<file path="config.mk">
export PLATFORM = sky130hd
export DESIGN_NAME = hdt_ctrl
export DESIGN_NICKNAME = d
export VERILOG_FILES = /design/src/hdt_pkg.sv /design/src/hdt_ctrl.sv
export SDC_FILE = /design/constraint.sdc
export NUM_CORES = 1
export LEC_CHECK = 0
export BUFFER_PORTS_ARGS = -buffer_cell sky130_fd_sc_hd__buf_2
export CAP_MARGIN = 25
export CORE_MARGIN = 4
export CORE_UTILIZATION = 25
export CTS_CLUSTER_DIAMETER = 40
export CTS_CLUSTER_SIZE = 25
export DETAILED_ROUTE_END_ITERATION = 6
export HOLD_SLACK_MARGIN = 0.08
export MAX_ROUTING_LAYER = met4
export PLACE_DENSITY = 0.47
export SETUP_SLACK_MARGIN = 0.15
export SLEW_MARGIN = 25
export SYNTH_ARGS = -nofsm -noshare
export SYNTH_HDL_FRONTEND = slang
export SYNTH_SLANG_ARGS = --single-unit
</file>
<file path="constraint.sdc">
create_clock -name clk -period 7.35 [get_ports clk]
set_input_delay 1.47 -clock clk [delete_from_list [all_inputs] [get_ports clk]]
set_output_delay 1.47 -clock clk [all_outputs]
set_load 0.05 [all_outputs]
</file>
<file path="src/hdt_pkg.sv">
`default_nettype none
package hdt_pkg;

  localparam logic [1:0] CMD_LOOKUP = 2'd0;
  localparam logic [1:0] CMD_INSERT = 2'd1;
  localparam logic [1:0] CMD_CLEAN  = 2'd2;

  localparam int KEY_W      = 64;
  localparam int SLOT_W     = 6;
  localparam int COUNT_W    = 7;
  localparam int MAX_EVICT  = 64;
  localparam int DIGIT_W    = 4;
  localparam int HASH_STEPS = KEY_W / DIGIT_W;
  localparam int HCNT_W     = $clog2(HASH_STEPS);

  localparam logic [4:0]  BUCKET_COUNT_RST = 5'd16;
  localparam logic [31:0] AGE_LIMIT_RST    = 32'd60000;

  localparam logic REG_BUCKET_COUNT = 1'b0;
  localparam logic REG_AGE_LIMIT    = 1'b1;

  typedef enum logic [2:0] {
    R_LOOKUP,
    R_INS_OK,
    R_FULL,
    R_EVICT,
    R_FINAL,
    R_NULL
  } res_kind_t;

  typedef struct packed {
    logic      load;
    logic      hash_step;
    logic      lk_next;
    logic      ins_setup;
    logic      ins_shift;
    logic      ins_head;
    logic      cl_next_bkt;
    logic      cl_evict;
    logic      cl_keep;
    logic      clr_step;
    logic      emit;
    res_kind_t kind;
  } ctrl_t;

  typedef struct packed {
    logic [1:0] in_cmd;
    logic [1:0] cmd;
    logic       hash_done;
    logic       rd_ge_fill;
    logic       key_match;
    logic       fill_full;
    logic       fill_zero;
    logic       rd_zero;
    logic       evict;
    logic       pend_v;
    logic       last_bkt;
    logic       out_free;
  } stat_t;

endpackage
`default_nettype wire

</file>
<file path="src/hdt_ctrl.sv">
`default_nettype none
module hdt_ctrl
  import hdt_pkg::*;
(
  input  wire logic  clk,
  input  wire logic  rst,
  input  wire logic  s_tvalid,
  output logic       s_tready,
  input  wire stat_t stat,
  output ctrl_t      ctrl
);

  typedef enum logic [14:0] {
    S_CLR     = 15'b000000000000001,
    S_IDLE    = 15'b000000000000010,
    S_HASH    = 15'b000000000000100,
    S_LK_WAIT = 15'b000000000001000,
    S_LK_CMP  = 15'b000000000010000,
    S_IN_WAIT = 15'b000000000100000,
    S_IN_CHK  = 15'b000000001000000,
    S_IN_SRD  = 15'b000000010000000,
    S_IN_SWR  = 15'b000000100000000,
    S_IN_HEAD = 15'b000001000000000,
    S_IN_RES  = 15'b000010000000000,
    S_CL_WAIT = 15'b000100000000000,
    S_CL_CHK  = 15'b001000000000000,
    S_CL_FIN  = 15'b010000000000000,
    S_NULL    = 15'b100000000000000
  } state_t;

  state_t state, state_next;

  always_ff @(posedge clk) begin
    if (rst) state <= S_CLR;
    else state <= state_next;
  end

  assign s_tready = (state == S_IDLE);

  always_comb begin
    state_next = state;
    ctrl = '0;
    ctrl.kind = R_NULL;
    case (state)
      S_CLR: begin
        ctrl.clr_step = 1'b1;
        if (stat.last_bkt) state_next = S_IDLE;
      end
      S_IDLE: begin
        if (s_tvalid) begin
          ctrl.load = 1'b1;
          case (stat.in_cmd)
            CMD_LOOKUP, CMD_INSERT: state_next = S_HASH;
            CMD_CLEAN: state_next = S_CL_WAIT;
            default: state_next = S_NULL;
          endcase
        end
      end
      S_HASH: begin
        ctrl.hash_step = 1'b1;
        if (stat.hash_done)
          state_next = (stat.cmd == CMD_INSERT) ? S_IN_WAIT : S_LK_WAIT;
      end
      S_LK_WAIT: state_next = S_LK_CMP;
      S_LK_CMP: begin
        if (stat.rd_ge_fill || stat.key_match) begin
          ctrl.kind = R_LOOKUP;
          if (stat.out_free) begin
            ctrl.emit = 1'b1;
            state_next = S_IDLE;
          end
        end else begin
          ctrl.lk_next = 1'b1;
          state_next = S_LK_WAIT;
        end
      end
      S_IN_WAIT: state_next = S_IN_CHK;
      S_IN_CHK: begin
        if (stat.fill_full) begin
          ctrl.kind = R_FULL;
          if (stat.out_free) begin
            ctrl.emit = 1'b1;
            state_next = S_IDLE;
          end
        end else if (stat.fill_zero) begin
          state_next = S_IN_HEAD;
        end else begin
          ctrl.ins_setup = 1'b1;
          state_next = S_IN_SRD;
        end
      end
      S_IN_SRD: state_next = S_IN_SWR;
      S_IN_SWR: begin
        ctrl.ins_shift = 1'b1;
        state_next = stat.rd_zero ? S_IN_HEAD : S_IN_SRD;
      end
      S_IN_HEAD: begin
        ctrl.ins_head = 1'b1;
        state_next = S_IN_RES;
      end
      S_IN_RES: begin
        ctrl.kind = R_INS_OK;
        if (stat.out_free) begin
          ctrl.emit = 1'b1;
          state_next = S_IDLE;
        end
      end
      S_CL_WAIT: state_next = S_CL_CHK;
      S_CL_CHK: begin
        if (stat.rd_ge_fill) begin
          ctrl.cl_next_bkt = 1'b1;
          state_next = stat.last_bkt ? S_CL_FIN : S_CL_WAIT;
        end else if (stat.evict) begin
          // the held eviction goes out once the next one is known
          ctrl.kind = R_EVICT;
          if (!stat.pend_v) begin
            ctrl.cl_evict = 1'b1;
            state_next = S_CL_WAIT;
          end else if (stat.out_free) begin
            ctrl.emit = 1'b1;
            ctrl.cl_evict = 1'b1;
            state_next = S_CL_WAIT;
          end
        end else begin
          ctrl.cl_keep = 1'b1;
          state_next = S_CL_WAIT;
        end
      end
      S_CL_FIN: begin
        ctrl.kind = R_FINAL;
        if (stat.out_free) begin
          ctrl.emit = 1'b1;
          state_next = S_IDLE;
        end
      end
      S_NULL: begin
        ctrl.kind = R_NULL;
        if (stat.out_free) begin
          ctrl.emit = 1'b1;
          state_next = S_IDLE;
        end
      end
      default: state_next = S_CLR;
    endcase
  end

endmodule
`default_nettype wire

</file>
# After elaboration in Yosys (flattened, before gate mapping)
# Cells that the tools add are included.
[classes] eq_ne=22 n_mux=40 reduce_logical=5
[ops] operator="case mux 15 bit (13 select lines)" n=1
[ops] operator="two-way mux 15 bit" n=10
[ops] operator="case mux 15 bit (2 select lines)" n=1
[ops] operator="case mux 4 bit (6 select lines)" n=1
[ops] operator="two-way mux 10 bit" n=2
[ops] operator="two-way mux 1 bit" n=17
[ops] operator="two-way mux 4 bit" n=4
[ops] operator="equality test 15 x 1 -> 1 bit, second input constant" n=1
[ops] operator="equality test 15 x 10 -> 1 bit, second input constant" n=1
[ops] operator="equality test 15 x 11 -> 1 bit, second input constant" n=1
[ops] operator="equality test 15 x 12 -> 1 bit, second input constant" n=1
[ops] operator="equality test 15 x 13 -> 1 bit, second input constant" n=1
[ops] operator="equality test 15 x 14 -> 1 bit, second input constant" n=1
[ops] operator="equality test 15 bit, second input constant" n=1
[ops] operator="equality test 15 x 2 -> 1 bit, second input constant" n=1
[ops] operator="equality test 15 x 3 -> 1 bit, second input constant" n=1
[ops] operator="equality test 15 x 4 -> 1 bit, second input constant" n=1
[ops] operator="equality test 15 x 5 -> 1 bit, second input constant" n=1
[ops] operator="equality test 15 x 6 -> 1 bit, second input constant" n=1
[ops] operator="equality test 15 x 7 -> 1 bit, second input constant" n=1
[ops] operator="equality test 15 x 8 -> 1 bit, second input constant" n=1
[ops] operator="equality test 15 x 9 -> 1 bit, second input constant" n=1
[ops] operator="two-way mux 14 bit" n=1
[ops] operator="two-way mux 6 bit" n=1
[ops] operator="11 further kinds" n=14
[totals] ff_bits=15 inputBits=17 out_inout_bits=15 elab_cells=68

# Logic depth before layout (Yosys ltp)
[logic_depth] word_depth=5 ltp_mapped=7

# Worst setup path before layout
# OpenSTA, ideal clock, no wires.
[synth_path] path_kind="input to output" start="in stat[7] in the netlist's numbering" end="out ctrl[2] in the netlist's numbering" t_arrival_ps=3819 required_time_ps=5880 path_slack_ps=2061 cell_stages=3 path_buffers=0 cell_sequence="nor4_1 nand3b_1 a221o_1"
[synth_lines] element="start, declared" line="hdt_ctrl.sv:9" text="input wire stat_t stat,"
[synth_lines] element="end, declared" line="hdt_ctrl.sv:10" text="output ctrl_t ctrl"

==> flow_metrics.tcl <==
set metrics [dict create \
    r2r_start "state[14]$_SDFFE_PP0P_" \
    die_h_um 80.1 \
    rrSetupSlack_ns 5.03 \
    grtUsageMet2_pct 19.5 \
    yosys.cell_types.count 54 \
    outcome "finished clean" \
    met3_usage_pct 3.03 \
    htreeDepth 1 \
    drt_wl_total_mm 3.72 \
    clk_latency_ns 0.25 \
    fin_skew_ns 0.00847 \
    syn_area_um2 1300 \
    fin_hold_ws_ns 0.608 \
    worstRegToRegCells 5 \
    powerDensity_nw_per_um2 191 \
    critical_path.max_fanout 7 \
    hold_depth 1 \
    required_ns 5.88 \
    wire_per_inst_um 15.1 \
    synth_area_leaders "dfxtp_1 (23%), nor2_1 (5.5%), or4b_2 (4.6%)" \
    core_um2 4880 \
    port_buffers 31 \
    hpwl_mm 2.95 \
    grt_max_degree 11 \
    start_util_pct 26.6 \
    grt_setup_unrepaired "false" \
    nNetsFinal 198 \
    hold_start "state[7]$_SDFFE_PP0P_" \
    ios 32 \
    power.switching_w 0.000122 \
    route.detailed.drc 0 \
    power_frac_seq_pct 34.4 \
    clkTransAtPathRegs_ns 0.06 \
    holdBufCountCts 0 \
    place_congestion 0.812 \
    tns_ns 0 \
    cts_resized 0 \
    slew_violations 0 \
    netlist_instances 156 \
    crit_path_end_kind "output port" \
    p_int_w 0.000166 \
    grt_pass1_wl_mm 6.24 \
    cp.arrival_ns 2.80 \
    cts_buffer_depth 2 \
    power_frac_clock_pct 24.4 \
    dieWidth_um 80.1 \
    leakage_nw 0.627 \
    top_regs "state: 15 flops" \
    drive_gt1_share_pct 33.3 \
    firstDrtPassIters 4 \
    min_path_type "reg -> reg" \
    swShare_pct 42.4 \
    fill_cells 546 \
    syn_to_final_growth_pct 16.3 \
    routed_via_density 5.23 \
    synth-edff-count 0 \
    num_rows 25 \
    maxSlewHeadroom_pct 42.1 \
    synth_top_cell_by_area "dfxtp_1" \
    grt.total_usage_pct 12.8 \
    antenna_found_initial 0 \
    grt_pass1_vias 1258 \
    setup_viol 0 \
    critPathKind "in -> out" \
    worstHoldEndpoint "state[8]$_SDFFE_PP0P_" \
    busiest_layer "met2" \
    cts_tree "built" \
    worst_r2r_endpoint "state[1]$_SDFFE_PP0P_" \
    die_area_um2 6420 \
    cts-root-buf "clkbuf_8" \
    timing.final.crit_share_pct 58.1 \
    async_reset_ff_share_pct 0 \
    largest_register_ffs 15 \
    synth_top_flop_cell "dfxtp_1" \
    yosysWarnings 0 \
    largest_register "state" \
    synth.avg_cell_area_um2 8.33 \
    drtAntennaViolNets 0 \
    crit_path_start_kind "primary input" \
    synth.top_cells.by_count "nor2_1 (19), dfxtp_1 (15), nand3_1 (10), nor3_1 (8)" \
    yosysMostFrequentCell "nor2_1" \
    synth_nets 173 \
    tightest_slew_ns 0.867 \
    met1_usage_pct 17.5 \
    via_count 1291 \
    p_comb_share_pct 41.2 \
    min_period_ns 4.27 \
    cts_inserted_buffers 3 \
    hold_viol_final 0 \
    cts_sinks 15 \
    synth_top_area_share_pct 23.1 \
    ys_seq_elements 15 \
    synth.yosys.seq_area_share_pct 23.1 \
    drtIter0Drc 122 \
    max_clock_freq_mhz 234 \
    cts_setup_buffers 0 \
    overflow 0 \
    ir_drop_uv 187 \
    cap_violations 0 \
    num_antenna_cells 0 \
]
-- critical path, cell delays in order --
cell and delay (ns):
buf_2 0.14, nor4_1 0.56, nand3b_1 0.25, a221o_1 0.13
buf_2 0.25
-- cell type report --
class	count	area, um^2	area share, %
Timing Repair Buffer	31	155	10.3
Clock inverter	1	5.00	0.331
Tap cell	67	83.8	5.55
Multi-Input combinational cell	123	900	59.5
Sequential cell	15	300	19.9
Clock buffer	3	41.3	2.73
Inverter	7	26.3	1.74
-- worst max path at each step --
stage               cells past startpoint       to     from
floorplan                               3  ctrl[2]  stat[7]
global placement                        5  ctrl[2]  stat[8]
detailed placement                      5  ctrl[2]  stat[8]
CTS                                     5  ctrl[2]  stat[8]
global route                            5  ctrl[2]  stat[8]
finish                                  5  ctrl[2]  stat[8]
-- layout by cell type (no fill, tap or decap), types with 2 or more instances in the layout --
cell / synthesis / routed
buf_2: 4 / 31
nor2_1: 19 / 19
dfxtp_1: 15 / 15
nand3_1: 10 / 10
nor3_1: 8 / 8
inv_1: 7 / 7
nand2_1: 7 / 7
or4b_2: 6 / 6
a21oi_1: 5 / 5
nor3b_1: 4 / 4
nor4_1: 4 / 4
xnor2_1: 4 / 4
nor3_2: 4 / 4
or4_1: 3 / 3
xor2_1: 3 / 3
a22o_1: 3 / 3
clkbuf_8: 0 / 3
nor4_4: 2 / 2
nor4_2: 2 / 2
nor2b_1: 2 / 2
nand2b_1: 2 / 2
and2_1: 2 / 2
and3_1: 2 / 2
o21ai_0: 2 / 2
a2bb2oi_1: 2 / 2
nor4b_1: 2 / 2
-- through the flow --
step	cells	worst slack, ns	utilization, %	area [um^2]	power (W)
final	247	3.08	31.0	1510	0.000289
after CTS	247	3.16	31.0	1510	0.000293
after global routing	247	2.99	31.0	1510	0.000310
after global placement	243	3.24	30.0	1470	0.000222
after floorplan	156	2.06	-	1300	0.000194
after detailed placement	243	3.18	30.0	1470	0.000221
-- metal layers --
layer | vias up | share of wire [%]
met5 | - | 0
met4 | 0 | 0.73
met3 | 4 | 5.5
met2 | 42 | 44
met1 | 606 | 50
li1 | 639 | -
-- cells by family (layout without fill, tap and decap cells) --
logic type | count (synthesis) | count (layout) | share of synthesized area (%)
and+or+nand+nor | 86 | 86 | 42.8
AOI/OAI and AO/OA | 30 | 30 | 21.7
buffers and inverters | 18 | 42 | 7.70
DFF | 15 | 15 | 23.1
xor gates and xnor gates | 7 | 7 | 4.72
-- power groups by stage --
stage	combinational (W)	clock [W]	sequential, W
3_5_place_dp	0.000120	0	0.000101
2_1_floorplan	0.000105	0	0.0000889
3_3_place_gp	0.000120	0	0.000102
6_report	0.000119	0.0000704	0.0000992
4_1_cts	0.000120	0.0000730	0.0000994
5_1_grt	0.000132	0.0000770	0.000101
(Power assumes the default switching activity.)
